$ cat src/rtl/core/hbtb_pkg.sv
// Shared types and constants for the height band texture blender.
package hbtb_pkg;

    localparam int HEIGHT_W   = 16;
    localparam int COLOR_W    = 24;
    localparam int CHAN_W     = 8;
    localparam int RECIP_W    = 24;
    localparam int CNT_W      = 3;
    localparam int FRAC_BITS  = 20;
    localparam int NUM_COLORS = 4;
    localparam int WEIGHT_W   = HEIGHT_W + RECIP_W;
    localparam int PROD_W     = WEIGHT_W + CHAN_W;
    localparam int CFG_IDX_W  = 2;
    localparam int CFG_DATA_W = 24;

    localparam logic [CFG_IDX_W-1:0] REG_TILE_COUNT = 2'd0;
    localparam logic [CFG_IDX_W-1:0] REG_BAND_WIDTH = 2'd1;
    localparam logic [CFG_IDX_W-1:0] REG_RISE_RECIP = 2'd2;
    localparam logic [CFG_IDX_W-1:0] REG_FALL_RECIP = 2'd3;

    localparam logic [CNT_W-1:0]    RST_TILE_COUNT = 3'd1;
    localparam logic [HEIGHT_W-1:0] RST_BAND_WIDTH = 16'd4096;
    localparam logic [RECIP_W-1:0]  RST_RISE_RECIP = 24'd4096;
    localparam logic [RECIP_W-1:0]  RST_FALL_RECIP = 24'd4096;

    typedef struct packed {
        logic [HEIGHT_W-1:0] height;
        logic [COLOR_W-1:0]  tile0_color;
        logic [COLOR_W-1:0]  tile1_color;
        logic [COLOR_W-1:0]  tile2_color;
        logic [COLOR_W-1:0]  tile3_color;
    } t_pixel_in;

    typedef struct packed {
        logic [CHAN_W-1:0] red;
        logic [CHAN_W-1:0] green;
        logic [CHAN_W-1:0] blue;
    } t_pixel_out;

    // per-stage load enables of the pipeline
    typedef struct packed {
        logic s1;
        logic s2;
        logic s3;
        logic s4;
    } t_stage_en;

endpackage

$ cat src/rtl/core/hbtb_merge.sv
// Sums the lane products per channel, drops the fraction and saturates.
module hbtb_merge #(
    parameter int LANES = 4
) (
    input  logic                                   i_clk,
    input  logic                                   i_en,
    input  logic [LANES-1:0][hbtb_pkg::PROD_W-1:0] i_red,
    input  logic [LANES-1:0][hbtb_pkg::PROD_W-1:0] i_green,
    input  logic [LANES-1:0][hbtb_pkg::PROD_W-1:0] i_blue,
    output hbtb_pkg::t_pixel_out                   o_pixel
);
    import hbtb_pkg::*;

    localparam int ACC_W = PROD_W + $clog2(LANES + 1);
    localparam int INT_W = ACC_W - FRAC_BITS;

    logic [ACC_W-1:0] acc_r;
    logic [ACC_W-1:0] acc_g;
    logic [ACC_W-1:0] acc_b;
    t_pixel_out       n_pixel;
    t_pixel_out       r_pixel;

    function automatic logic [CHAN_W-1:0] sat_chan(input logic [ACC_W-1:0] acc);
        logic [INT_W-1:0] whole;
        whole = acc[ACC_W-1:FRAC_BITS];
        if (|whole[INT_W-1:CHAN_W]) begin
            return {CHAN_W{1'b1}};
        end
        return whole[CHAN_W-1:0];
    endfunction

    always_comb begin
        acc_r = '0;
        acc_g = '0;
        acc_b = '0;
        for (int k = 0; k < LANES; k++) begin
            acc_r = acc_r + ACC_W'(i_red[k]);
            acc_g = acc_g + ACC_W'(i_green[k]);
            acc_b = acc_b + ACC_W'(i_blue[k]);
        end
        n_pixel.red   = sat_chan(acc_r);
        n_pixel.green = sat_chan(acc_g);
        n_pixel.blue  = sat_chan(acc_b);
    end

    always_ff @(posedge i_clk) begin
        if (i_en) begin
            r_pixel <= n_pixel;
        end
    end

    assign o_pixel = r_pixel;

endmodule

$ cat config.mk
export PLATFORM = sky130hd
export DESIGN_NAME = hbtb_merge
export DESIGN_NICKNAME = d
export VERILOG_FILES = /design/src/rtl/core/hbtb_pkg.sv /design/src/rtl/core/hbtb_merge.sv
export SDC_FILE = /design/constraint.sdc
export NUM_CORES = 1
export LEC_CHECK = 0
export ABC_AREA = 1
export BUFFER_PORTS_ARGS = -buffer_cell sky130_fd_sc_hd__buf_2
export CORE_AREA = 5 5 230 232
export CTS_CLUSTER_SIZE = 16
export DETAILED_ROUTE_END_ITERATION = 12
export DIE_AREA = 0 0 235 237
export PLACE_DENSITY = 0.75
export SLEW_MARGIN = 20
export SYNTH_ARGS = -nofsm -noshare
export SYNTH_HDL_FRONTEND = slang
export SYNTH_SLANG_ARGS = --single-unit
$ cat constraint.sdc
create_clock -name i_clk -period 3.7 [get_ports i_clk]
set_input_delay 0.37 -clock i_clk [delete_from_list [all_inputs] [get_ports i_clk]]
set_output_delay 0.37 -clock i_clk [all_outputs]
set_load 0.01 [all_outputs]
After elaboration in Yosys (flattened, before gate mapping)
Index checks and enable logic that the tools add are counted.
- register bits: 24
- input bits: 578
- output and inout port bits: 24
- word-level logic and storage cells: 24
- add/subtract/negate cells: 9
- multiplexer cells: 9
- reductions and logical operators: 3
- operators with widths (kind ; number):
    $add 50x48->51 ; 3
    $add 49x48->50 ; 3
    $add 48x48->49 ; 3
    $reduce_or 23->1 ; 3
    $mux 8 ; 6
    $mux 1 ; 3

Logic depth before layout (Yosys ltp)
- depth after elaboration: 6
- depth in mapped cells: 21
- gate-level depth less buffers: 21

Worst setup path after synthesis
Ideal clock, no wire load.
- path type: in2reg
- from: input port i_green[16] in the netlist's numbering
- to: register r_pixel (netlist bit o_pixel[10]) (data pin)
- library setup time: 0.276 ns
- data arrival time: 2.997 ns
- data required time: 3.424 ns
- path slack: 0.427 ns
- cell stages on the path: 18
- buffers on the path: 0
- cell sequence: inv_1 -> fa_1 -> inv_1 -> fa_1 -> ha_1 -> nand2_1 -> nor2_1 -> inv_1 -> nor2_1 -> nand2_1 -> nor3_1 -> nand2_1 -> nand4_1 -> nand2_1 -> nor2_1 -> nand2_1 -> nor2_2 -> nand4_1
- longest elaborated chain between the ends: 6
- ends and longest elaborated chain (what ; line ; RTL):
    start, declared ; hbtb_merge.sv:8 ; input logic [LANES-1:0][hbtb_pkg::PROD_W-1:0] i_green,
    $add 48x48->49 * ; hbtb_merge.sv:38 ; acc_g = acc_g + ACC_W'(i_green[k]);
    $add 49x48->50 * ; hbtb_merge.sv:38 ;
    $add 50x48->51 * ; hbtb_merge.sv:38 ;
    $reduce_or 23->1 ; hbtb_merge.sv:26 ; if (|whole[INT_W-1:CHAN_W]) begin
    $mux 1 ; hbtb_merge.sv:26 ;
    $mux 8 * ; hbtb_merge.sv:29 ; return whole[CHAN_W-1:0];
    end signal, assigned ; hbtb_merge.sv:48 ; r_pixel <= n_pixel;
    end, declared ; hbtb_merge.sv:21 ; t_pixel_out r_pixel;
Mark *: on every way between the ends. The rest lies on a longest branch, timed or not.
A chain may end at the register's enable or synchronous reset.

Worst setup path in the final report
- from: input port i_red[71] in the netlist's numbering
- to: register r_pixel (netlist bit o_pixel[18]) (data pin)
- longest elaborated chain between the ends: 6
- ends and longest elaborated chain (what ; line ; RTL):
    start, declared ; hbtb_merge.sv:7 ; input logic [LANES-1:0][hbtb_pkg::PROD_W-1:0] i_red,
    $add 48x48->49 ; hbtb_merge.sv:37 ; acc_r = acc_r + ACC_W'(i_red[k]);
    $add 49x48->50 ; hbtb_merge.sv:37 ;
    $add 50x48->51 ; hbtb_merge.sv:37 ;
    $reduce_or 23->1 ; hbtb_merge.sv:26 ;
    $mux 1 ; hbtb_merge.sv:26 ;
    $mux 8 ; hbtb_merge.sv:29 ;
No other way between the ends.

==> impl_metrics.json <==
{
  "start_util": 0.4106,
  "worstPathCellList": "buf_2, inv_1, fa_1, fa_1, inv_1, ha_1, nand2_1, nor2_1, nand2_1, nor2_2, nand3_1, nand4_1, nand2_1, nor2_2, nand2_1, nor2_4, nand4_1",
  "path_max_fanout": 8,
  "syn_area_um2": 20850,
  "placedInstanceArea_um2": 26530,
  "synthAdderAreaFrac": 0.3582,
  "path_buf_inv": 3,
  "cts_tree": "yes",
  "dp_hpwl_um": 69050,
  "first_global_vias": 22947,
  "postRouteAntennaNets": 0,
  "worst_setup_path_start_kind": "primary input",
  "die_y_um": 237,
  "holdCritPathClass": "in -> reg",
  "io_buffers": 601,
  "yosysSeqAreaShare": 0.03456,
  "synth-xor-area-share": 0.01134,
  "die_width_um": 235,
  "fin_nets": 5394,
  "area_growth_pct": 30.54,
  "fin_util": 0.5360,
  "yosys_warnings": 0,
  "ys_types": 28,
  "grt_pass1_wl_um": 115700,
  "h-tree-depth": 1,
  "fmax_mhz": 278.6,
  "io_pins": 602,
  "yosys.area_share.simple": 0.3515,
  "drt_wl_total_um": 74050,
  "layout_commonest_cell": "nand2_1",
  "synthCells": 3539,
  "layout.filler_cells": 5230,
  "worst_ir_drop_vdd_uv": 178.9,
  "post-route-period-util": 0.9700,
  "drive_above_1_share": 0.2351,
  "cp_common_cell": "nand2_1",
  "drt_iter0_markers": 1316,
  "gp_congestion": 1.010,
  "core-area_um2": 50780,
  "drc": 0,
  "synthMuxAreaShare": 0,
  "root_buffer": "clkbuf_16",
  "rows": 83,
  "worst-setup-path-type": "in -> reg",
  "synth_fp_nets": 4543,
  "hold_slack_ns": 0.6605,
  "drv_slew": 0,
  "worst_path_dominant_cell_family": "simple AND/OR/NAND/NOR gates",
  "p_leak_nw": 17.12,
  "dr_total_vias": 23014,
  "antenna_found_initial": 3,
  "drtPass1Iterations": 6,
  "grt_overflow": 0,
  "power_density_nw_per_um2": 437.7,
  "crit_slowest_cell": "fa_1",
  "min_period_ns": 3.589,
  "largest_register_ffs": 24,
  "grt_max_degree": 25,
  "grtUsageTotal": 0.2566,
  "clk_path_buf_depth": 2,
  "die-area_um2": 55700,
  "ys_ff_latch": 24,
  "crit_path_end_kind": "flop",
  "vias_per_cell": 4.539,
  "arrival_ns": 3.62,
  "status": "finished clean",
  "finalInstanceArea_um2": 27220,
  "wire_per_inst_um": 14.61,
  "slew_headroom": 0.5523,
  "drv_cap": 0,
  "hold_viol": 0,
  "final-setup-viol-count": 0,
  "worstMarginPinSlew_ns": 0.6716,
  "cpPeakStageDelay_ns": 0.50,
  "clock_sinks": 24,
  "seqCellArea_um2": 720.7,
  "multi_input_area_um2": 16370,
  "crit_required_ns": 3.73,
  "cts_made_buffers": 3,
  "final_cell_mix": "nand2_1, inv_1, buf_2",
  "synth_top_family_by_area": "adder cells",
  "avgSynthCellArea_um2": 5.892,
  "cts.clk_slew.worst_paths_ns": 0.08,
  "synth_compound_area_frac": 0.03738
}
path summary, 6_finish.rpt:
| check | startpoint | end | slack (ns) | cells past startpoint |
|---|---|---|---|---|
| min | i_en | o_pixel[15] | 0.66 | 1 |
| max | i_red[71] | o_pixel[18] | 0.11 | 17 |
power by group:
part / internal [W] / leakage [nW] / total, W / switching [W]
Clock: 0.000216 / 0.0511 / 0.000342 / 0.000126
Sequential: 0.000312 / 0.242 / 0.000318 / 0.00000637
Combinational: 0.00446 / 16.8 / 0.0113 / 0.00679
cells in the mapped netlist:
cell,count,area share
ha_1,141,0.085
o21ai_1,2,0.00048
nor2b_1,1,0.00030
fa_1,285,0.27
nand2_1,1208,0.22
o211ai_1,1,0.00036
nand3_2,2,0.00096
nand3_1,118,0.028
nor3_2,7,0.0034
inv_1,1141,0.21
o21bai_1,14,0.0050
nor2_1,256,0.046
inv_2,9,0.0016
nand2_2,20,0.0060
a31oi_1,9,0.0027
nand3b_1,9,0.0032
o21ai_0,18,0.0043
nor2_4,11,0.0059
xor2_1,20,0.0084
xnor2_1,7,0.0029
nor2_2,28,0.0084
nor4_1,1,0.00030
and2_1,4,0.0012
a21oi_1,102,0.024
nor3_4,2,0.0016
nor3_1,23,0.0055
nand4_1,76,0.023
edfxtp_1,24,0.035
area by class of cell:
| type | count | share of cell area |
|---|---|---|
| Sequential cell | 24 | 0.02648 |
| Clock buffer | 3 | 0.002758 |
| Clock inverter | 1 | 0.001103 |
| Inverter | 1150 | 0.1586 |
| Multi-Input combinational cell | 2365 | 0.6014 |
| Antenna cell | 1 | 0.00009194 |
| Tap cell | 680 | 0.03126 |
| Timing Repair Buffer | 846 | 0.1784 |
repair_timing:
| action | CTS | global route |
|---|---|---|
| setup endpoints to repair | 0 | 24 |
| hold buffers | 0 | 0 |
| setup buffers | 0 | 2 |
| resized for setup | 0 | 128 |
cells by family (layout without fill, tap and decap cells):
kind of cell,after synthesis,after routing
other,0,1
AOI/OAI and AO/OA,146,146
DFF,24,24
buffers and inverters,1150,2000
and+or+nand+nor,1766,1766
adders and majority gates,426,426
xor gates and xnor gates,27,27
metal layers:
| layer | GRT usage | share of wire | routed length [um] | vias to the layer above |
|---|---|---|---|---|
| li1 | - | - | - | 11873 |
| met5 | 0 | 0.00038 | 28 | - |
| met1 | 0.3239 | 0.42 | 30960 | 10311 |
| met3 | 0.02842 | 0.059 | 4345 | 100 |
| met2 | 0.4634 | 0.49 | 36360 | 726 |
| met4 | 0.07592 | 0.032 | 2359 | 4 |
stage by stage:
stage	setup WS [ns]	std cells	TNS (ns)	total power, W
after CTS	0.1016	5067	0	0.01143
after floorplan	0.4268	3539	0	0.006920
after global routing	-0.01287	5070	-0.05481	0.01329
final	0.1111	5070	0	0.01191
after detailed placement	-0.1831	5063	-3.446	0.01101
after global placement	-0.1503	5063	-2.888	0.01096
(Power assumes the default switching activity.)
