[config.mk]
export PLATFORM = sky130hd
export DESIGN_NAME = hbtb_lane
export DESIGN_NICKNAME = d
export VERILOG_FILES = /design/src/rtl/core/hbtb_pkg.sv /design/src/rtl/core/hbtb_lane.sv
export SDC_FILE = /design/constraint.sdc
export NUM_CORES = 2
export LEC_CHECK = 0
export BUFFER_PORTS_ARGS = -buffer_cell sky130_fd_sc_hd__buf_4
export CORE_MARGIN = 2
export CORE_UTILIZATION = 50
export DETAILED_ROUTE_END_ITERATION = 7
export PLACE_DENSITY = 0.67
export SKIP_LAST_GASP = 1
export SYNTH_ARGS = -nofsm -noshare
export SYNTH_HDL_FRONTEND = slang
export SYNTH_SLANG_ARGS = --single-unit
export TNS_END_PERCENT = 20
[constraint.sdc]
create_clock -name i_clk -period 13.6 [get_ports i_clk]
set_input_delay 2.04 -clock i_clk [delete_from_list [all_inputs] [get_ports i_clk]]
set_output_delay 2.04 -clock i_clk [all_outputs]
set_load 0.02 [all_outputs]
[src/rtl/core/hbtb_pkg.sv]
// Shared types and constants for the height band texture blender.
package hbtb_pkg;

    localparam int HEIGHT_W   = 16;
    localparam int COLOR_W    = 24;
    localparam int CHAN_W     = 8;
    localparam int RECIP_W    = 24;
    localparam int CNT_W      = 3;
    localparam int FRAC_BITS  = 20;
    localparam int NUM_COLORS = 4;
    localparam int WEIGHT_W   = HEIGHT_W + RECIP_W;
    localparam int PROD_W     = WEIGHT_W + CHAN_W;
    localparam int CFG_IDX_W  = 2;
    localparam int CFG_DATA_W = 24;

    localparam logic [CFG_IDX_W-1:0] REG_TILE_COUNT = 2'd0;
    localparam logic [CFG_IDX_W-1:0] REG_BAND_WIDTH = 2'd1;
    localparam logic [CFG_IDX_W-1:0] REG_RISE_RECIP = 2'd2;
    localparam logic [CFG_IDX_W-1:0] REG_FALL_RECIP = 2'd3;

    localparam logic [CNT_W-1:0]    RST_TILE_COUNT = 3'd1;
    localparam logic [HEIGHT_W-1:0] RST_BAND_WIDTH = 16'd4096;
    localparam logic [RECIP_W-1:0]  RST_RISE_RECIP = 24'd4096;
    localparam logic [RECIP_W-1:0]  RST_FALL_RECIP = 24'd4096;

    typedef struct packed {
        logic [HEIGHT_W-1:0] height;
        logic [COLOR_W-1:0]  tile0_color;
        logic [COLOR_W-1:0]  tile1_color;
        logic [COLOR_W-1:0]  tile2_color;
        logic [COLOR_W-1:0]  tile3_color;
    } t_pixel_in;

    typedef struct packed {
        logic [CHAN_W-1:0] red;
        logic [CHAN_W-1:0] green;
        logic [CHAN_W-1:0] blue;
    } t_pixel_out;

    // per-stage load enables of the pipeline
    typedef struct packed {
        logic s1;
        logic s2;
        logic s3;
        logic s4;
    } t_stage_en;

endpackage

[src/rtl/core/hbtb_lane.sv]
// One tile lane: tent weight, slope multiply and per-channel color products.
module hbtb_lane #(
    parameter int LANE = 0
) (
    input  logic                           i_clk,
    input  hbtb_pkg::t_stage_en            i_en,
    input  logic [hbtb_pkg::CNT_W-1:0]     i_tile_count,
    input  logic [hbtb_pkg::HEIGHT_W-1:0]  i_band,
    input  logic [hbtb_pkg::RECIP_W-1:0]   i_rise,
    input  logic [hbtb_pkg::RECIP_W-1:0]   i_fall,
    input  logic [hbtb_pkg::HEIGHT_W-1:0]  i_height,
    input  logic [hbtb_pkg::COLOR_W-1:0]   i_color,
    output logic [hbtb_pkg::PROD_W-1:0]    o_red,
    output logic [hbtb_pkg::PROD_W-1:0]    o_green,
    output logic [hbtb_pkg::PROD_W-1:0]    o_blue
);
    import hbtb_pkg::*;

    // wide enough for (LANE+2)*band
    localparam int SPAN_W = HEIGHT_W + $clog2(LANE + 2);

    logic [SPAN_W-1:0]   band_ext;
    logic [SPAN_W-1:0]   h_ext;
    logic [SPAN_W-1:0]   lo;
    logic [SPAN_W-1:0]   pk_end;
    logic [SPAN_W-1:0]   hi_end;
    logic [SPAN_W-1:0]   diff;
    logic                active;
    logic                in_tent;
    logic                rising;
    logic [HEIGHT_W-1:0] n_diff;
    logic [RECIP_W-1:0]  slope;

    logic [HEIGHT_W-1:0] r_diff;
    logic                r_fall;
    logic [COLOR_W-1:0]  r_color1;
    logic [WEIGHT_W-1:0] r_weight;
    logic [COLOR_W-1:0]  r_color2;
    logic [PROD_W-1:0]   r_red;
    logic [PROD_W-1:0]   r_green;
    logic [PROD_W-1:0]   r_blue;

    // pk_end = peak + 1, hi_end = high + 1; an empty band gives no tent
    always_comb begin
        band_ext = SPAN_W'(i_band);
        h_ext    = SPAN_W'(i_height);
        lo       = band_ext * SPAN_W'(LANE);
        pk_end   = lo + band_ext;
        hi_end   = pk_end + band_ext;
        active   = CNT_W'(LANE) < i_tile_count;
        in_tent  = active && (h_ext >= lo) && (h_ext < hi_end);
        rising   = (h_ext + SPAN_W'(1)) < pk_end;
        diff     = rising ? (h_ext - lo) : (hi_end - SPAN_W'(1) - h_ext);
        n_diff   = in_tent ? diff[HEIGHT_W-1:0] : '0;
        slope    = r_fall ? i_fall : i_rise;
    end

    always_ff @(posedge i_clk) begin
        if (i_en.s1) begin
            r_diff   <= n_diff;
            r_fall   <= !rising;
            r_color1 <= i_color;
        end
        if (i_en.s2) begin
            r_weight <= WEIGHT_W'(r_diff) * WEIGHT_W'(slope);
            r_color2 <= r_color1;
        end
        if (i_en.s3) begin
            r_red   <= PROD_W'(r_weight) * PROD_W'(r_color2[23:16]);
            r_green <= PROD_W'(r_weight) * PROD_W'(r_color2[15:8]);
            r_blue  <= PROD_W'(r_weight) * PROD_W'(r_color2[7:0]);
        end
    end

    assign o_red   = r_red;
    assign o_green = r_green;
    assign o_blue  = r_blue;

endmodule

Word level (Yosys, flattened, before mapping)
Cells that the tools add are included.

Bits in latches: 0. RAM bits: 0. Bits in read-only memories: 0. Register bits after elaboration: 249. Input port bits: 112. Memories: 0.

Multipliers: 4. Reductions and logical operators: 3. $add $sub $neg: 4. Equal/unequal tests: 0. Shift operators: 0. Div/mod/pow operators: 0. Muxes and demuxes: 2. $lt $le $gt $ge: 4. Bitwise gates (word level): 0.

Operators with widths (count): multiplier 40 x 8 -> 48 bit (3); multiplier 16 x 24 -> 40 bit (1); two-way mux 24 bit (1); adder 16 x 1 -> 17 bit, second input constant (1); adder 16 x 16 -> 17 bit (1); < comparator 16 x 17 -> 1 bit (1); < comparator 17 x 16 -> 1 bit (1); >= comparator 16 x 1 -> 1 bit, second input constant (1); two-way mux 16 bit (1); subtractor 16 x 1 -> 16 bit, second input constant (1); subtractor 16 bit (1); < comparator 1 x 3 -> 1 bit, first input constant (1); logical AND 1 bit (2); logical NOT 1 bit (1).

Longest topological paths before layout
Depth after elaboration: 4. Depth in mapped cells: 28. Gate-level depth less buffers: 25.

Worst setup path before layout
No wires, ideal clock.

Path type: input to register. Start point: input port i_fall[5] (netlist name). End point: register r_weight[36], data pin. Slack: 5495 ps. Arrival time: 7846 ps. Cell stages on the path: 25. Cells stage by stage: mux2_2 > clkbuf_1 > and2_1 > fa_1 > inv_1 > fa_1 > inv_1 > fa_1 > fa_1 > fa_1 > inv_1 > fa_1 > inv_1 > ha_1 > clkbuf_1 > a21o_1 > a21o_1 > a21o_1 > or4_1 > a211oi_1 > o31ai_1 > nand4_1 > o21ai_0 > a21oi_1 > xnor2_1.

Longest elaborated chain between the ends: 2.

RTL lines: start: declaration (RTL line hbtb_lane.sv:10) `input logic [hbtb_pkg::RECIP_W-1:0] i_fall,`; two-way mux 24 bit (RTL line hbtb_lane.sv:55) `slope = r_fall ? i_fall : i_rise;`; multiplier 16 x 24 -> 40 bit (RTL line hbtb_lane.sv:65) `r_weight <= WEIGHT_W'(r_diff) * WEIGHT_W'(slope);`; end signal: assignment (RTL line hbtb_lane.sv:65); end: declaration (RTL line hbtb_lane.sv:37) `logic [WEIGHT_W-1:0] r_weight;`.

Every way passes these cells. A chain may end at the register's enable or synchronous reset.

Worst setup path after layout
Start point: input port i_fall[12] (netlist name). End point: register r_weight[36], data pin.

The elaborated chain is that of the path after synthesis.

==> flow_summary.yaml <==
logic_synthesis:
  syn_area_sq_um: 50600
  synth_edf_count: 249
  ys_ff_latch: 249
  synth_ff_type: "edfxtp_1"
  synth-seq-area-share_pct: 14.8
  syn_nets: 6829
  synthArstFlopShare_pct: 0
  synthCells: 5365
  synthTopCellsByArea: "fa_1 39%, edfxtp_1 15%, ha_1 8.9%"
  avgSynthCellArea_sq_um: 9.44
  yosys_warnings: 0
  synth_cell_types: 73
  yosys.area.top_type: "fa_1"
  synth.top_cell.area_share_pct: 39.2
floorplanning:
  die-area_sq_um: 104000
  initial_core_util_pct: 50.5
  die_h_um: 322
  fp.coreArea_sq_um: 100000
  rows: 116
  ioPinCount: 256
  dieWidth_um: 322
worst_setup_path:
  end_kind: "register"
  cp.arrival_ns: 8.52
  cp-start-kind: "input pin"
  r2r_setup_slack_ns: 6.17
  cp_max_fo: 16
  required_ns: 13.95
  crit_type: "in2reg"
run_status:
  outcome: "finished clean"
place:
  portBuffers: 254
  dp_slack_ns: 4.76
  hpwl_um: 92000
  gp_congestion: 0.923
final_layout:
  syn2layout_area_growth_pct: 7.76
  insertedDiodeCount: 0
  final_layout_size_suffix_gt1_share_pct: 7.56
  final_common_cell: "fa_1"
  layout.nets: 6891
  mostFrequentLayoutCells: "991 x fa_1, 923 x inv_1, 898 x nand2_1"
grt:
  grt-ovfl-total: 0
  grt_pass1_wl_um: 201000
  antenna_found_initial: 0
  grt_max_degree: 79
  first_global_vias: 39125
  grt_usage_pct: 24.1
clock_tree:
  numCtsBuffers: 31
  cts_tree: "yes"
  cts_max_level: 1
  clkSinkCount: 249
  cts_resized: 0
  postCtsSetupBuffers: 0
  path_clk_slew_ns: 0.06
  clk_latency_ns: 0.62
  ctsLongestPathBuffers: 3
  ctsHoldBuffers: 0
  cts-root-buf: "clkbuf_16"
sta:
  setup_ws_ns: 5.43
  hold_viol: 0
  setup_viol: 0
  fmax_mhz: 122
  finalCritPeriodShare_pct: 60.1
  worstMarginPinSlew_ns: 1.11
  fin_setup_tns_ns: 0
  maxSlewViolCount: 0
  worst_clock_skew_ns: 0.0204
  grt_setup_unrepaired: "no"
  slew_headroom_pct: 26.0
  min_period_ns: 8.17
routing:
  firstDrtPassIters: 8
  wl_per_cell_um: 17.7
  drt_iter0_markers: 1841
  vias: 36295
  routed_wl_um: 120000
  drc: 0
  final_antenna_net_count: 0
  routed_via_density: 5.33
run:
  cap_violations: 0
hold_path:
  hold_path.class: "reg2reg"
per-layer routing:
layer,up-vias,GRT usage [%],wire length [um]
li1,16713,-,-
met1,18334,31.9,51200
met2,1085,41.6,58700
met3,163,3.25,7390
met4,0,6.41,3210
met5,-,0,0
final timing paths:
path | endpoint | startpoint | cells after the start
setup / recovery | r_weight[36]$_DFFE_PP_ | i_fall[12] | 24
setup reg to reg | r_weight[36]$_DFFE_PP_ | r_fall$_DFFE_PP_ | 24
hold reg to reg | r_color2[0]$_DFFE_PP_ | r_color1[0]$_DFFE_PP_ | 0
hold / removal | r_color2[0]$_DFFE_PP_ | r_color1[0]$_DFFE_PP_ | 0
cell families (layout without fill, tap and decap cells):
logic type      after synthesis  after routing  share of synthesized area (%)
simple gates               1737           1737                           16.4
flops                       249            249                           14.8
mux                          35             35                          0.751
buf+inv                    1202           1289                           8.92
fa+ha+maj                  1352           1352                           48.1
compound gates              605            605                           7.85
xor+xnor                    185            185                           3.20
critical path: stages:
cell	delay, ns
buf_4	0.11
mux2_2	0.43
and2_1	0.25
fa_1	0.54
inv_1	0.05
fa_1	0.47
fa_1	0.51
inv_1	0.05
fa_1	0.45
fa_1	0.52
inv_1	0.05
fa_1	0.51
inv_1	0.05
ha_1	0.37
a21o_1	0.23
a21o_1	0.18
a21o_1	0.20
or4_1	0.40
a211oi_1	0.37
o31ai_1	0.19
nand4_1	0.17
o21ai_0	0.10
a21oi_1	0.18
xnor2_1	0.09
cells in the mapped netlist, drive strengths merged, types with 4 or more instances:
master	count
inv	923
a21boi	4
nor3	29
nand2	899
o21a	28
a31oi	21
o21bai	28
and3	19
ha	361
o221ai	4
or2	6
a31o	5
nand3b	4
a211oi	17
nor4	5
a22o	5
a21o	104
xnor2	126
nand2b	25
fa	991
o41ai	7
nand3	45
a211o	6
a21oi	197
mux2	24
o31a	4
mux2i	11
buf	4
a221oi	4
and4	6
xor2	59
nor2b	18
a41oi	4
a311oi	6
clkbuf	275
o211ai	14
edfxtp	249
and2	551
nand4	24
o31ai	13
o21ai	109
nor2	99
per-stage QoR:
step	hold WS [ns]	utilization, %	instances	cell area [sq um]
floorplan	0.400	-	5365	50600
global placement	0.403	53.4	6751	53600
detailed placement	0.405	53.4	6751	53600
CTS	0.413	54.4	6809	54600
global route	0.423	54.4	6809	54600
finish	0.410	54.4	6809	54600
final cells by class:
type,instances,area (sq um)
clock inverter,23,178
inverter,923,3460
sequential,249,7480
multi-input combinational,3914,38600
timing repair buffer,308,2320
clock buffer,35,791
fill,9031,45700
tap,1357,1700
flip-flops by register name, summed over array words and instances (netlist names):
name / flops
o_blue: 48
o_green: 48
o_red: 48
r_weight: 40
r_color1: 24
r_color2: 24
r_diff: 16
r_fall: 1
Power is not shown: default switching activity piles up to over one toggle a cycle in this logic, so the estimate is an artifact.
